$ cat src/ukrt_pkg.sv
// ----------------------------------------------------------------------------
// ukrt_pkg
// Shared types and constants of the unique-key record table: command and
// status codes, record and result layouts, sequencer states.
// ----------------------------------------------------------------------------
`default_nettype none

package ukrt_pkg;

  // field widths
  localparam int unsigned KEY_W  = 32;
  localparam int unsigned SAL_W  = 40;
  localparam int unsigned NAME_W = 64;
  localparam int unsigned CNT_W  = 6;
  localparam int unsigned TOT_W  = 45;

  // request queue between front and sequencer (power of two)
  localparam int unsigned QUEUE_DEPTH = 2;
  localparam int unsigned QUEUE_AW    = 1;

  typedef enum logic [1:0] {
    KIND_INSERT = 2'd0,
    KIND_DELETE = 2'd1,
    KIND_SEARCH = 2'd2,
    KIND_LIST   = 2'd3
  } kind_e;

  typedef enum logic [2:0] {
    ST_OK         = 3'd0,
    ST_DUP        = 3'd1,
    ST_NOT_FOUND  = 3'd2,
    ST_FULL       = 3'd3,
    ST_LIST_ENTRY = 3'd4,
    ST_LIST_END   = 3'd5
  } status_e;

  typedef enum logic [1:0] {
    SQ_IDLE,
    SQ_EXEC,
    SQ_LIST
  } seq_e;

  typedef struct packed {
    logic [KEY_W-1:0]  key;
    logic [SAL_W-1:0]  salary;
    logic [NAME_W-1:0] name;
  } rec_t;

  localparam int unsigned REC_W = $bits(rec_t);

  typedef struct packed {
    kind_e kind;
    rec_t  rec;
  } cmd_t;

  typedef struct packed {
    status_e           status;
    rec_t              rec;
    logic [CNT_W-1:0]  count;
    logic [TOT_W-1:0]  total;
    logic              last;
  } res_t;

  // sequencer -> table control
  typedef struct packed {
    logic capture;  // register the key match of the queue head
    logic insert;   // push new record at the newest end
    logic remove;   // drop the matched record and close the gap
  } store_op_t;

  // table -> sequencer status
  typedef struct packed {
    logic hit;
    logic full;
  } store_stat_t;

endpackage

`default_nettype wire

$ cat src/ukrt_seq.sv
// ----------------------------------------------------------------------------
// ukrt_seq
// Back-end sequencer: takes one queued request at a time, drives the table
// and loads results into the output register, walking the slots for a list.
// ----------------------------------------------------------------------------
`default_nettype none

module ukrt_seq #(
  parameter int unsigned DEPTH = 32
) (
  input  logic                        clk_i,
  input  logic                        rst_ni,
  input  logic                        head_valid_i,
  input  ukrt_pkg::cmd_t              head_i,
  output logic                        pop_o,
  output ukrt_pkg::store_op_t         op_o,
  output ukrt_pkg::rec_t              new_rec_o,
  output logic [DEPTH-1:0]            list_sel_o,
  input  ukrt_pkg::store_stat_t       stat_i,
  input  ukrt_pkg::rec_t              hit_rec_i,
  input  ukrt_pkg::rec_t              list_rec_i,
  input  logic [DEPTH-1:0]            valid_i,
  input  logic [ukrt_pkg::CNT_W-1:0]  count_i,
  input  logic [ukrt_pkg::TOT_W-1:0]  total_i,
  output logic                        out_valid_o,
  input  logic                        out_stall_i,
  output ukrt_pkg::res_t              res_o
);
  import ukrt_pkg::*;

  seq_e             state_q, state_d;
  cmd_t             cmd_q, cmd_d;
  logic [DEPTH-1:0] ptr_q, ptr_d;
  logic             out_valid_q, out_valid_d;
  res_t             res_q, res_d;
  logic             out_free;
  logic             out_load;
  logic             list_more;

  assign out_free  = ~out_valid_q | ~out_stall_i;
  assign list_more = |(ptr_q & valid_i);

  // next state
  always_comb begin
    state_d = state_q;
    unique case (state_q)
      SQ_IDLE: begin
        if (head_valid_i) begin
          state_d = (head_i.kind == KIND_LIST) ? SQ_LIST : SQ_EXEC;
        end
      end
      SQ_EXEC: begin
        if (out_free) begin
          state_d = SQ_IDLE;
        end
      end
      SQ_LIST: begin
        if (out_free && !list_more) begin
          state_d = SQ_IDLE;
        end
      end
      default: state_d = SQ_IDLE;
    endcase
  end

  // outputs: table control, result load, list pointer
  always_comb begin
    pop_o    = 1'b0;
    op_o     = '0;
    out_load = 1'b0;
    res_d    = '0;
    cmd_d    = cmd_q;
    ptr_d    = ptr_q;
    unique case (state_q)
      SQ_IDLE: begin
        if (head_valid_i) begin
          pop_o      = 1'b1;
          op_o.capture = 1'b1;
          cmd_d      = head_i;
          ptr_d      = {{(DEPTH-1){1'b0}}, 1'b1};
        end
      end
      SQ_EXEC: begin
        out_load   = out_free;
        res_d.last = 1'b1;
        unique case (cmd_q.kind)
          KIND_INSERT: begin
            priority if (stat_i.hit) begin
              res_d.status = ST_DUP;
            end else if (stat_i.full) begin
              res_d.status = ST_FULL;
            end else begin
              res_d.status = ST_OK;
              op_o.insert  = out_free;
            end
          end
          KIND_DELETE: begin
            if (stat_i.hit) begin
              res_d.status = ST_OK;
              op_o.remove  = out_free;
            end else begin
              res_d.status = ST_NOT_FOUND;
            end
          end
          KIND_SEARCH: begin
            if (stat_i.hit) begin
              res_d.status = ST_OK;
              res_d.rec    = hit_rec_i;
            end else begin
              res_d.status = ST_NOT_FOUND;
            end
          end
          KIND_LIST: begin
            // lists never come through here
            res_d.status = ST_OK;
          end
          default: res_d.status = ST_OK;
        endcase
      end
      SQ_LIST: begin
        out_load = out_free;
        if (list_more) begin
          res_d.status = ST_LIST_ENTRY;
          res_d.rec    = list_rec_i;
          res_d.last   = 1'b0;
        end else begin
          res_d.status = ST_LIST_END;
          res_d.count  = count_i;
          res_d.total  = total_i;
          res_d.last   = 1'b1;
        end
        if (out_free) begin
          ptr_d = {ptr_q[DEPTH-2:0], 1'b0};
        end
      end
      default: begin
        out_load = 1'b0;
      end
    endcase
  end

  // result register holds while stalled
  assign out_valid_d = out_load | (out_valid_q & out_stall_i);

  always_ff @(posedge clk_i or negedge rst_ni) begin
    if (!rst_ni) begin
      state_q     <= SQ_IDLE;
      ptr_q       <= '0;
      out_valid_q <= 1'b0;
    end else begin
      state_q     <= state_d;
      ptr_q       <= ptr_d;
      out_valid_q <= out_valid_d;
    end
  end

  always_ff @(posedge clk_i) begin
    cmd_q <= cmd_d;
    if (out_load) begin
      res_q <= res_d;
    end
  end

  assign new_rec_o   = cmd_q.rec;
  assign list_sel_o  = ptr_q;
  assign out_valid_o = out_valid_q;
  assign res_o       = res_q;

endmodule

`default_nettype wire

$ cat config.mk
export PLATFORM = sky130hd
export DESIGN_NAME = ukrt_seq
export DESIGN_NICKNAME = d
export VERILOG_FILES = /design/src/ukrt_pkg.sv /design/src/ukrt_seq.sv
export SDC_FILE = /design/constraint.sdc
export NUM_CORES = 1
export LEC_CHECK = 0
export ABC_CLOCK_PERIOD_IN_PS = 7390
export BUFFER_PORTS_ARGS = -buffer_cell sky130_fd_sc_hd__buf_2
export CAP_MARGIN = 20
export CORE_AREA = 4 4 334 336
export CTS_CLUSTER_SIZE = 40
export DETAILED_ROUTE_END_ITERATION = 6
export DIE_AREA = 0 0 338 340
export GPL_ROUTABILITY_DRIVEN = 0
export PLACE_DENSITY = 0.3
export SYNTH_ARGS = -nofsm -noshare
export SYNTH_HDL_FRONTEND = slang
export SYNTH_SLANG_ARGS = --single-unit
$ cat constraint.sdc
create_clock -name clk_i -period 7.39 [get_ports clk_i]
set_input_delay 1.1085 -clock clk_i [delete_from_list [all_inputs] [get_ports clk_i]]
set_output_delay 1.1085 -clock clk_i [all_outputs]
set_load 0.03 [all_outputs]
==> flow_summary.json <==
{
  "slowest_delay_ps": 400,
  "place_hpwl_um": 51600,
  "synth_fa_ha_area_share_pct": 0.7019,
  "wl_um": 64590,
  "place_area_mm2": 0.01922,
  "syn_area_mm2": 0.01426,
  "start_util_pct": 13.14,
  "crit_chain": "inv_1, ha_1, and2_4, buf_4, buf_2",
  "fillers": 11920,
  "synthXorXnorAreaFrac_pct": 0,
  "wl_per_cell_um": 21.32,
  "first_global_vias": 10960,
  "die_height_um": 340,
  "met3_length_um": 6588,
  "core-area_mm2": 0.1086,
  "synth-seq-area-share_pct": 75.42,
  "grt_max_degree": 123,
  "setup_tns_ps": 0,
  "final_antenna_net_count": 0,
  "avgSynthCellArea_um2": 17.24,
  "synth_fp_nets": 1334,
  "synth_area_leader_cell": "edfxtp_1",
  "fin_crit_ps": 3591,
  "critPathArrivalTime_ps": 2480,
  "grtUsageTotal_pct": 10.54,
  "synth_area_leaders": "edfxtp_1, a22o_1, buf_4",
  "wl_met1_um": 23940,
  "layout_commonest_cell": "buf_2",
  "cp_slowest_cell": "and2_4",
  "finalWorstSetupSlack_ps": 3799,
  "nNetsFinal": 2078,
  "cp_max_fo": 24,
  "fin_skew_ps": 15.97,
  "crit_type": "flop to output pin",
  "fmax_mhz": 278.5,
  "hp-class": "flop to flop",
  "drc_errors": 0,
  "slew_viol_final": 0,
  "rows": 121,
  "io_buffers": 862,
  "setup_viol": 0,
  "synth_top_area_share_pct": 69.28,
  "num_vias": 10230,
  "die_x_um": 338,
  "met2_length_um": 32220,
  "io_pins": 863,
  "post_cts_buffers": 0,
  "layout_common_cells": "buf_2, edfxtp_1, a22o_1, and2_1, clkbuf_16",
  "syn_to_final_growth_pct": 45.66,
  "synth_simple_gate_area_share_pct": 3.264,
  "utilization_pct": 19.14,
  "clkTransAtPathRegs_ps": 60,
  "setup.worst_path.end": "pop_o",
  "leakage_nw": 8.883,
  "synth_mux_area_share_pct": 0.2106,
  "relSlewSlack_pct": 35.91,
  "r2r_slack_ps": 3980,
  "synth_top_family_by_area": "compound AO/OA/AOI/OAI gates",
  "vdd_drop_max_uv": 321.0,
  "die_area_mm2": 0.1149,
  "timing.rr.end": "res_o[160]$_DFFE_PP_",
  "endpoint_kind": "output pin",
  "syn_inst": 827,
  "rsz0062_at_grt": "false",
  "required_ps": 6280,
  "place_ws_ps": 3269,
  "antenna_found_initial": 21,
  "cts.sinks": 364,
  "worst_slew_pin_slew_ps": 961.3,
  "worstSkewPairLatency_ps": 600,
  "cts_root_buffer": "clkbuf_16",
  "reg2reg_from": "list_sel_o[6]$_DFFE_PN0P_",
  "vias_per_cell": 3.379,
  "start_kind": "flop",
  "first_pass_iters": 4,
  "highest_layer": "met5",
  "cts_tree": "done",
  "ctsResizeCount": 0,
  "numCtsBuffers": 48,
  "finalHoldViolations": 0,
  "synth-seq-cells": 364,
  "drtIter0Drc": 487,
  "finalCritPeriodShare_pct": 48.59,
  "synth_cell_types": 29,
  "htreeDepth": 2,
  "design_area_mm2": 0.02077,
  "status": "complete, no violations",
  "synth-compound-area-share_pct": 11.62,
  "max_cap_viol_count": 0,
  "cts_buffer_depth": 3,
  "reg2reg_depth": 8,
  "gr-total-overflow": 0,
  "crit_start": "state_q[0]$_DFFE_PN0P_",
  "postCtsHoldBufs": 0,
  "hp-start": "list_sel_o[31]$_DFFE_PN0P_",
  "ys_warn_count": 0,
  "power_density_mw_per_mm2": 437.8,
  "grt_pass1_wl_um": 85110,
  "drive_gt1_share_pct": 59.27
}
-- routing by layer --
layer	vias to the layer above	track usage (%)
met3	96	3.957
li1	4593	-
met2	545	18.63
met5	-	0
met1	4986	11.70
met4	14	3.214
-- Yosys cell counts (all sizes together) --
cell type	n
edfxtp	329
a22o	170
buf	145
and2	53
clkbuf	35
dfrtp	35
a22oi	12
ha	8
inv	5
nand2	4
nand3	4
mux2i	3
nor2	3
a21oi	2
a221oi	2
and3	2
and4	2
nand2b	2
nand4	2
o21a	2
nand3b	1
nor3b	1
nor4bb	1
o211a	1
o211ai	1
o21ai	1
or4	1
-- area by class of cell --
type | count | area, µm² | area share (%)
Multi-Input combinational cell | 278 | 2272 | 10.94
Clock buffer | 57 | 1297 | 6.246
Timing Repair Buffer | 874 | 4424 | 21.30
Inverter | 5 | 18.77 | 0.09035
Tap cell | 1414 | 1769 | 8.517
Sequential cell | 364 | 10760 | 51.78
Antenna cell | 7 | 17.52 | 0.08433
Clock inverter | 30 | 217.7 | 1.048
-- report_power, final --
group,switching (W),internal (W)
registers,0.000231,0.00324
logic,0.00265,0.000704
clock network,0.000946,0.00132
-- registers in the layout, summed over array words and instances, names as in the netlist --
signal and flops:
cmd_q 2, out_valid_o 1, new_rec_o 136, state_q 2, res_o 191, list_sel_o 32
-- kinds of logic (layout without fill, tap and decap cells) --
logic type / after synthesis / after routing
AO/OA/AOI/OAI: 191 / 191
adder cells (fa/ha/maj): 8 / 8
buffers and inverters: 185 / 966
flip-flops: 364 / 364
multiplexers: 3 / 3
other: 0 / 7
AND/OR/NAND/NOR: 76 / 76
-- critical path, delay by kind of cell (launching register included) --
family | cells | cell delay (ps)
buf+inv | 3 | 800
simple gates | 1 | 400
flops | 1 | 370
fa+ha+maj | 1 | 300
-- worst min path at each step --
stage / end / depth (start not counted)
after global placement: list_sel_o[31]$_DFFE_PN0P_ / 1
after floorplan: state_q[0]$_DFFE_PN0P_ / 2
after detailed placement: list_sel_o[31]$_DFFE_PN0P_ / 1
after CTS: list_sel_o[31]$_DFFE_PN0P_ / 1
final: list_sel_o[31]$_DFFE_PN0P_ / 1
after global routing: list_sel_o[31]$_DFFE_PN0P_ / 1
-- through the flow --
step	cells	power, W	hold slack [ps]
after global routing	3026	0.009573	561.5
final	3029	0.009093	542.5
after global placement	2934	0.007001	531.9
after detailed placement	2934	0.007005	537.6
after CTS	3021	0.009365	549.1
after floorplan	827	0.005798	550.7
(Power assumes the default switching activity.)
