## src/ukrt_pkg.sv

```systemverilog
// ----------------------------------------------------------------------------
// ukrt_pkg
// Shared types and constants of the unique-key record table: command and
// status codes, record and result layouts, sequencer states.
// ----------------------------------------------------------------------------
`default_nettype none

package ukrt_pkg;

  // field widths
  localparam int unsigned KEY_W  = 32;
  localparam int unsigned SAL_W  = 40;
  localparam int unsigned NAME_W = 64;
  localparam int unsigned CNT_W  = 6;
  localparam int unsigned TOT_W  = 45;

  // request queue between front and sequencer (power of two)
  localparam int unsigned QUEUE_DEPTH = 2;
  localparam int unsigned QUEUE_AW    = 1;

  typedef enum logic [1:0] {
    KIND_INSERT = 2'd0,
    KIND_DELETE = 2'd1,
    KIND_SEARCH = 2'd2,
    KIND_LIST   = 2'd3
  } kind_e;

  typedef enum logic [2:0] {
    ST_OK         = 3'd0,
    ST_DUP        = 3'd1,
    ST_NOT_FOUND  = 3'd2,
    ST_FULL       = 3'd3,
    ST_LIST_ENTRY = 3'd4,
    ST_LIST_END   = 3'd5
  } status_e;

  typedef enum logic [1:0] {
    SQ_IDLE,
    SQ_EXEC,
    SQ_LIST
  } seq_e;

  typedef struct packed {
    logic [KEY_W-1:0]  key;
    logic [SAL_W-1:0]  salary;
    logic [NAME_W-1:0] name;
  } rec_t;

  localparam int unsigned REC_W = $bits(rec_t);

  typedef struct packed {
    kind_e kind;
    rec_t  rec;
  } cmd_t;

  typedef struct packed {
    status_e           status;
    rec_t              rec;
    logic [CNT_W-1:0]  count;
    logic [TOT_W-1:0]  total;
    logic              last;
  } res_t;

  // sequencer -> table control
  typedef struct packed {
    logic capture;  // register the key match of the queue head
    logic insert;   // push new record at the newest end
    logic remove;   // drop the matched record and close the gap
  } store_op_t;

  // table -> sequencer status
  typedef struct packed {
    logic hit;
    logic full;
  } store_stat_t;

endpackage

`default_nettype wire

```

## src/ukrt_front.sv

```systemverilog
// ----------------------------------------------------------------------------
// ukrt_front
// Accepts requests, decodes the command kind and holds them in a short
// queue so the sequencer can stall without blocking the input side.
// ----------------------------------------------------------------------------
`default_nettype none

module ukrt_front (
  input  logic                        clk_i,
  input  logic                        rst_ni,
  input  logic                        in_valid_i,
  output logic                        in_stall_o,
  input  logic [1:0]                  kind_i,
  input  logic signed [ukrt_pkg::KEY_W-1:0] key_i,
  input  logic [ukrt_pkg::SAL_W-1:0]  salary_cents_i,
  input  logic [ukrt_pkg::NAME_W-1:0] name_chars_i,
  input  logic                        pop_i,
  output logic                        head_valid_o,
  output ukrt_pkg::cmd_t              head_o
);
  import ukrt_pkg::*;

  cmd_t                q_q [QUEUE_DEPTH];
  logic [QUEUE_AW-1:0] wr_q, wr_d;
  logic [QUEUE_AW-1:0] rd_q, rd_d;
  logic [QUEUE_AW:0]   fill_q, fill_d;
  cmd_t                in_cmd;
  logic                push;
  logic                pop;

  // classify the incoming request
  assign in_cmd.kind       = kind_e'(kind_i);
  assign in_cmd.rec.key    = key_i;
  assign in_cmd.rec.salary = salary_cents_i;
  assign in_cmd.rec.name   = name_chars_i;

  assign in_stall_o   = (fill_q == (QUEUE_AW + 1)'(QUEUE_DEPTH));
  assign head_valid_o = (fill_q != '0);
  assign head_o       = q_q[rd_q];

  assign push = in_valid_i & ~in_stall_o;
  assign pop  = pop_i & head_valid_o;

  // pointers wrap naturally, depth is a power of two
  always_comb begin
    wr_d   = push ? wr_q + 1'b1 : wr_q;
    rd_d   = pop  ? rd_q + 1'b1 : rd_q;
    fill_d = fill_q;
    if (push && !pop) begin
      fill_d = fill_q + 1'b1;
    end else if (pop && !push) begin
      fill_d = fill_q - 1'b1;
    end
  end

  always_ff @(posedge clk_i or negedge rst_ni) begin
    if (!rst_ni) begin
      wr_q   <= '0;
      rd_q   <= '0;
      fill_q <= '0;
    end else begin
      wr_q   <= wr_d;
      rd_q   <= rd_d;
      fill_q <= fill_d;
    end
  end

  // queue storage
  always_ff @(posedge clk_i) begin
    if (push) begin
      q_q[wr_q] <= in_cmd;
    end
  end

endmodule

`default_nettype wire

```

## config.mk

```make
export PLATFORM = sky130hd
export DESIGN_NAME = ukrt_front
export DESIGN_NICKNAME = d
export VERILOG_FILES = /design/src/ukrt_pkg.sv /design/src/ukrt_front.sv
export SDC_FILE = /design/constraint.sdc
export NUM_CORES = 1
export LEC_CHECK = 0
export ABC_AREA = 1
export BUFFER_PORTS_ARGS = -buffer_cell sky130_fd_sc_hd__buf_2
export CAP_MARGIN = 30
export CORE_MARGIN = 5
export CORE_UTILIZATION = 35
export DETAILED_ROUTE_END_ITERATION = 10
export REMOVE_ABC_BUFFERS = 1
export SYNTH_ARGS = -nofsm -noshare
export SYNTH_HDL_FRONTEND = slang
export SYNTH_SLANG_ARGS = --single-unit
```

## constraint.sdc

```tcl
create_clock -name clk_i -period 16.9 [get_ports clk_i]
set_clock_uncertainty 0.05 [all_clocks]
set_input_delay 1.69 -clock clk_i [delete_from_list [all_inputs] [get_ports clk_i]]
set_output_delay 1.69 -clock clk_i [all_outputs]
set_load 0.02 [all_outputs]
```

==> results.cfg, run 1 <==
[clock_tree]
path_clk_slew_ns = 0.06
htree_levels = 1
clockBufferDepth = 3
cts_resized = 0
cts_tree = yes
cts-root-buf = clkbuf_16
cts.sinks = 280
cts_hold_buffers = 0
clk_latency_ns = 0.53
cts_buffers = 30
post_cts_buffers = 0

[status]
outcome = completed

[setup_path]
r2r_end = q_q[0][94]
timing.rr.start = fill_q[1]
cp_slowest_stage_delay_ns = 0.77
end_kind = output port
crit_start = rd_q
cp.arrival_ns = 3.26
path_cells = inv_4 > buf_4 > nand2_1 > nand2_1 > buf_2
cp_top_family = buffers and inverters
cp_num_cells = 5
path_class = flip-flop to output port
cp_max_fo = 85
critPathBufInv = 3
cpMaxStageDelayCell = buf_4
cp_common_cell = nand2_1
ff2ff_path_depth = 6
start_kind = flip-flop
worst-r2r-setup-slack_ns = 14.22
cp.required_ns = 15.16
crit_end = head_o[21]

[logic_synthesis]
synth_common_cells = nand2_1, edfxtp_1, buf_4, buf_6, inv_1
synth_edf_count = 276
synthesis.area_sq_um = 10300
synth_cell_types = 15
synth_top_area_share_pct = 80.1
syn_inst = 753
synthArstFlopShare_pct = 1.43
ys_seq_area_share_pct = 81.1
syn_area_per_cell_sq_um = 13.7
synthFlopType = edfxtp_1
yosys-top-cells-area = edfxtp_1, nand2_1, buf_6
synth_most_common_cell = nand2_1
synth-seq-cells = 280
synth_top_cell_by_area = edfxtp_1
yosys_warnings = 0

[layout]
final_util_pct = 44.6
fill_cells = 2677
area_growth_pct = 26.8
num-nets-final = 1184
drive_gt1_share_pct = 31.6

[placed_design]
io_buffers = 281
post-dp-hpwl_um = 14300
gp_congestion = 0.744

[sta]
tightest_slew_ns = 0.955
maxSlewViolCount = 0
setup_viol = 0
hold_violations = 0
max-slew-margin-rel_pct = 36.3
finalSetupTns_ns = 0
fin_crit_ns = 5.00
post-route-period-util_pct = 29.6
rsz0062_at_grt = no
fmax_mhz = 200

[floorplanning]
die_w_um = 182
pin_count = 282
rows = 63
die_h_um = 182
fp.dieArea_sq_um = 33100
start_util_pct = 35.2
core_sq_um = 29400

[detailed_routing]
drt_pre_antenna_iters = 5
vias_per_cell = 4.34
ant_nets = 0
wire_per_inst_um = 15.5
drt_iter0_markers = 303
drc = 0
num_vias = 6321
drt-total-wl_um = 22600

[global_routing]
grt_pass1_vias = 6354
grt_start_max_net_pins = 86
grt_overflow = 0
grt_first_pass_wirelength_um = 34500
antenna_found_initial = 4
grt_util_all_layers_pct = 13.0

[pwr]
irDropWorstVdd_mv = 0.0970
p_per_area_nw_per_um2 = 192
cellLeakagePower_uw = 0.00560

[worst_hold_path]
min-delay-start = fill_q[1]
hold_path_class = flip-flop to flip-flop

[flow_run]
drv_cap = 0
==> final cells by class <==
cell class,instances,area [sq um],area share (%)
clock buffers,38,802,6.11
multi-input cells,434,1660,12.6
repair buffers,287,1470,11.2
diodes,2,5.00,0.0381
flip-flops and latches,280,8390,64.0
inverters,8,37.5,0.286
clock inverters,18,269,2.05
well taps,390,488,3.72
==> per-stage QoR <==
stage	total power (uW)	hold slack [ns]	worst slack, ns	cell area, sq um	cells
4_1_cts	2560	0.422	11.79	13100	1454
3_5_place_dp	1850	0.408	12.37	12000	1398
6_report	2510	0.422	11.90	13100	1457
5_1_grt	2660	0.443	11.59	13100	1457
2_1_floorplan	1550	0.392	8.69	10100	722
3_3_place_gp	1850	0.407	12.37	12000	1398
==> worst min path at each step <==
stage	slack, ns	cells after the start	endpoint
after global routing	0.44	2	fill_q[1]
after global placement	0.41	2	fill_q[1]
after floorplan	0.39	2	fill_q[1]
after detailed placement	0.41	2	fill_q[1]
final	0.42	2	fill_q[1]
after CTS	0.42	2	fill_q[1]
==> worst min-delay path: cells and delay by family, from the launching register on <==
family           cells  cell delay [ns]
flip-flops           1             0.34
AND/OR/NAND/NOR      2             0.10
==> sequential cells by signal, summed over array words and instances, names as in the netlist <==
name	count
wr_q	1
q_q	276
rd_q	1
fill_q	2
==> report_power, final <==
part / total (uW) / internal [uW] / leakage, uW / switching, uW
sequential: 1010 / 948 / 0.00261 / 59.6
combinational: 811 / 221 / 0.00248 / 591
clock: 696 / 441 / 0.000514 / 254
==> placed cells by master (no fill, tap or decap), types with 2 or more instances in the layout <==
master / count
nor2_1: 2
clkinv_2: 5
clkbuf_16: 31
edfxtp_1: 276
clkinv_1: 3
diode_2: 2
buf_4: 5
bufinv_16: 7
inv_1: 6
nand2_1: 425
dfrtp_1: 3
nand3_1: 2
clkinvlp_4: 3
clkbuf_1: 7
buf_2: 281
==> per-layer routing <==
layer	routed length (um)	GRT usage, %	vias to the layer above
met5	25	0	-
met1	9230	16.9	2958
met2	11200	21.9	194
li1	-	-	3123
met4	525	4.05	4
met3	1600	2.98	42
==> logic make-up (layout without fill, tap and decap cells) <==
logic type / Yosys count / count (layout) / share of synthesized area (%)
AOI/OAI and AO/OA: 1 / 1 / 0.0483
xor gates and xnor gates: 1 / 1 / 0.0847
adders and majority gates: 1 / 1 / 0.121
buffers and inverters: 39 / 351 / 2.98
DFF: 280 / 280 / 81.1
other: 0 / 2 / 0
and+or+nand+nor: 431 / 431 / 15.7
No activity file was read; power rests on OpenSTA's default activity.
==> run 2: changes to the inputs <==
Clock period 16.9 ns to 5.1 ns, I/O delays scaled along.
==> run 2 against run 1 <==
Critical path type unchanged. Sequential power grew to 3.3 times the previous value. Cell count grew 0.41%. Via count grew 1.2%. Highest routed layer unchanged. Clock power grew to 2.8 times the previous value. Power grew to 3.2 times the previous value.
==> results.cfg, run 2 (same netlist as run 1, synthesis figures left out) <==
[detailed_routing]
drt-total-wl_um = 23100
drc = 0
ant_nets = 0
vias_per_cell = 4.37
drt_iter0_markers = 377
num_vias = 6397
drt_pre_antenna_iters = 4
wire_per_inst_um = 15.8

[clock_tree]
clk_latency_ns = 0.53
path_clk_slew_ns = 0.06
clockBufferDepth = 3
cts-root-buf = clkbuf_16
cts.sinks = 280
cts_buffers = 30
htree_levels = 1
cts_tree = yes

[worst_hold_path]
hold_path_class = primary input to flip-flop
min-delay-start = name_chars_i[23]

[layout]
layout_common_cells = nand2_1, buf_2, edfxtp_1
num-nets-final = 1190
largest_reg_flops = 276
final_common_cell = nand2_1
reg.largest.list = q_q (276), fill_q (2)
top_register = q_q
multi_input_area_sq_um = 1660
drive_gt1_share_pct = 31.4
fill_cells = 2690
regArea_sq_um = 8390
area_growth_pct = 26.1

[setup_path]
crit_start = rd_q
cp.arrival_ns = 2.80
timing.rr.start = fill_q[1]
start_kind = flip-flop
cp_max_fo = 68
end_kind = output port
cp.required_ns = 4.54
path_class = flip-flop to output port

[sta]
hold_violations = 0
rsz0062_at_grt = no
setup_slack_ns = 1.74
fmax_mhz = 298
maxSlewViolCount = 0
setup_viol = 0
max-slew-margin-rel_pct = 37.6
tightest_slew_ns = 0.936
fin_crit_ns = 3.36
worst_hold_slack_ns = 0.110
post-route-period-util_pct = 65.8

[floorplanning]
fp.dieArea_sq_um = 33100
rows = 63
start_util_pct = 35.2
die_w_um = 182
core_sq_um = 29400
pin_count = 282
die_h_um = 182

[global_routing]
grt_first_pass_wirelength_um = 35000
grt_overflow = 0
grt_pass1_vias = 6589
grt_start_max_net_pins = 94
antenna_found_initial = 7
grt_util_all_layers_pct = 13.3

[placed_design]
post-dp-hpwl_um = 15200
io_buffers = 281
gp_congestion = 0.793
dp_slack_ns = 2.19

[pwr]
irDropWorstVdd_mv = 0.355
cellLeakagePower_uw = 0.00558
p_per_area_nw_per_um2 = 618

[status]
outcome = completed

[flow_run]
drv_cap = 0
## run 2: cell count changes in the layout (fill, tap and decap cells not counted), sizes merged
| cell | before | now |
|---|---|---|
| dlygate4sd3 | 0 | 1 |
| clkinvlp | 3 | 2 |
| buf | 287 | 292 |
| diode | 2 | 4 |
| clkinv | 8 | 12 |
| bufinv | 7 | 1 |
| inv | 8 | 9 |
## run 2: path summary, 6_finish.rpt
check                               to  slack [ns]  cells after the start
max                         head_o[68]        1.74                      7
min                         q_q[0][23]        0.11                      1
max reg2reg                q_q[0][100]        2.83                      7
min reg2reg                       wr_q        0.43                      2
max in group asynchronous         rd_q        4.58                      2
min in group asynchronous    fill_q[0]        0.27                      2
## run 2: final cells by class
cell class / instances / share of cell area (%)
Sequential cell: 280 / 64.3
Multi-Input combinational cell: 434 / 12.7
Timing Repair Buffer: 293 / 11.9
Clock buffer: 38 / 6.15
Tap cell: 390 / 3.74
Clock inverter: 16 / 0.805
Inverter: 8 / 0.288
Antenna cell: 4 / 0.0767
## run 2: per-layer routing
layer  part of all wire [%]  wire [um]  global-route usage, %
met1                     40       9180                   16.5
met2                     50      11400                   22.7
met3                    7.5       1740                   3.31
met4                    2.8        646                   5.10
met5                   0.17         39                      0
## run 2: what timing repair did
action,CTS,global route
resized for setup,0,0
setup buffers,0,0
hold endpoints to repair,4,0
hold buffers,1,0
## run 2: stage by stage
step | instance area, sq um | total power, uW | util, % | setup TNS (ns) | std cells
2_1_floorplan | 10100 | 5150 | - | -266.69 | 722
3_3_place_gp | 12000 | 6130 | 41.0 | 0 | 1401
3_5_place_dp | 12100 | 6200 | 41.1 | 0 | 1403
4_1_cts | 13000 | 8210 | 44.3 | 0 | 1458
5_1_grt | 13100 | 8560 | 44.4 | 0 | 1463
6_report | 13100 | 8060 | 44.4 | 0 | 1463
## run 2: power by group
part           switching (uW)  internal, uW
clock                     822          1150
sequential                152          3140
combinational            2020           775
total                    2990          5070
## run 2: critical path, cell delays in order (launching register included)
cell	delay, ns
dfrtp_4	0.63
buf_16	0.26
inv_4	0.40
buf_16	0.29
buf_4	0.33
nand2_1	0.10
nand2_1	0.07
buf_2	0.16
==> run 3: changes to the inputs <==
Settings changed: ABC_AREA 1 to 0.
Clock period 5.1 ns to 2.9 ns, I/O delays scaled along.
==> run 3 against run 2 <==
Sequential share of layout area is 5.9 points lower. Clock power is 73% higher. Cell count is 11% lower. Global-route usage is 0.37 points lower. Hold slack worse by 0.029 ns. Critical path type unchanged.
==> results.cfg, run 3 <==
[global_routing]
grt_pass1_vias = 6362
grt_first_pass_wirelength_um = 34100
antenna_found_initial = 3
grt_start_max_net_pins = 84
grt_overflow = 0
grt_util_all_layers_pct = 13.0

[layout]
drive_gt1_share_pct = 51.9
instances_no_fill = 1299
final_util_pct = 50.1
fill_cells = 2441
final_common_cell = buf_2
fin_area_sq_um = 14400
largest_reg_flops = 276
num-nets-final = 1035
top_register = q_q
reg.largest.list = q_q (276), fill_q (2)
area_growth_pct = 41.0
layout_common_cells = buf_2, edfxtp_1, dlygate4sd3_1

[setup_path]
crit_start = rd_q
cp_max_fo = 41
cp.required_ns = 2.56
path_cells = buf_4 > mux2_2 > buf_2
end_kind = output port
timing.rr.start = fill_q[0]
cp.arrival_ns = 2.03
worst-r2r-setup-slack_ns = 1.16
start_kind = flip-flop
cpMaxStageDelayCell = buf_4
cp_slowest_stage_delay_ns = 0.46
path_class = flip-flop to output port

[floorplanning]
rows = 62
die_w_um = 181
start_util_pct = 35.5
core_sq_um = 28700
pin_count = 282
fp.dieArea_sq_um = 32600
die_h_um = 181

[flow_run]
drv_cap = 0

[logic_synthesis]
yosys_warnings = 0
synth_top_area_share_pct = 81.3
synth_cell_types = 15
synthArstFlopShare_pct = 1.43
synth_edf_count = 276
synthFlopType = edfxtp_1
yosys-top-cells-area = edfxtp_1, mux2_2, buf_6
synth-seq-cells = 280
synthesis.area_sq_um = 10200
syn_area_per_cell_sq_um = 22.7
synth_common_cells = edfxtp_1, mux2_2, buf_6, dfrtp_1, xnor2_1
ys_seq_area_share_pct = 82.3
syn_inst = 448
synth_top_cell_by_area = edfxtp_1
synth_most_common_cell = edfxtp_1

[detailed_routing]
ant_nets = 0
num_vias = 5646
drt_pre_antenna_iters = 4
drt-total-wl_um = 22100
drt_iter0_markers = 237
wire_per_inst_um = 17.0
vias_per_cell = 4.35
drc = 0

[sta]
fin_crit_ns = 2.37
setup_viol = 0
finalSetupTns_ns = 0
max-slew-margin-rel_pct = 61.3
rsz0062_at_grt = no
hold_violations = 0
tightest_slew_ns = 0.580
fmax_mhz = 422
post-route-period-util_pct = 81.8
maxSlewViolCount = 0

[clock_tree]
clockBufferDepth = 3
clk_latency_ns = 0.52
post_cts_buffers = 0
cts-root-buf = clkbuf_16
cts_hold_buffers = 140
cts_resized = 0
cts_tree = yes
htree_levels = 1
cts.sinks = 280
path_clk_slew_ns = 0.06
cts_buffers = 29

[placed_design]
gp_congestion = 0.752
post-dp-hpwl_um = 14300
dpl-instance-area_sq_um = 12100
io_buffers = 281
dpl.cell_count = 1105

[pwr]
p_per_area_nw_per_um2 = 964
cellLeakagePower_uw = 0.00539
irDropWorstVdd_mv = 0.643

[worst_hold_path]
hold_path_class = primary input to async pin

[status]
outcome = completed
## run 3: worst paths after layout
kind / to / cells after the start
worst min-delay path: wr_q / 2
max in group asynchronous: rd_q / 2
min in group clk_i: wr_q / 3
worst max-delay path: head_o[1] / 3
worst min register to register: fill_q[1] / 1
worst max register to register: q_q[0][24] / 4
## run 3: layer usage
| metal | global-route usage (%) | vias up | part of all wire, % |
|---|---|---|---|
| li1 | - | 2677 | - |
| met1 | 15.2 | 2733 | 40 |
| met2 | 23.3 | 194 | 51 |
| met3 | 3.63 | 40 | 6.3 |
| met4 | 3.84 | 2 | 3.0 |
| met5 | 0 | - | 0.045 |
## run 3: power by group
group	internal [uW]	switching (uW)	leakage, uW	total [uW]
sequential	5540	225	0.00261	5760
combinational	1860	2800	0.00235	4660
clock	2000	1430	0.000435	3430
## run 3: worst max-delay path, delay by kind of cell, from the launching register on
kind | cells | cell delay, ns
DFF | 1 | 0.45
buffers and inverters | 2 | 0.62
muxes | 1 | 0.40
## run 3: cell families after synthesis
group	Yosys count	synth area share (%)
DFF	280	82.3
xor gates and xnor gates	5	0.430
and+or+nand+nor	7	0.332
muxes	138	15.3
buffers and inverters	17	1.54
adders and majority gates	1	0.123
## run 3: cell type report
type | instances | area, sq um | share of cell area [%]
well taps | 384 | 480 | 3.34
repair buffers | 428 | 2940 | 20.4
clock buffers | 39 | 793 | 5.52
flip-flops and latches | 280 | 8390 | 58.4
inverters | 2 | 7.51 | 0.0522
diodes | 3 | 7.51 | 0.0522
multi-input cells | 151 | 1660 | 11.5
clock inverters | 12 | 96.3 | 0.670
## run 3: stage by stage
step / total power (uW) / setup WS [ns] / hold slack (ns)
floorplan: 8860 / -4.14 / -0.0556
global placement: 10400 / 1.13 / 0.0551
detailed placement: 10400 / 1.09 / 0.0562
CTS: 14100 / 0.501 / 0.0368
global route: 14600 / 0.435 / 0.0632
finish: 13800 / 0.529 / 0.0808
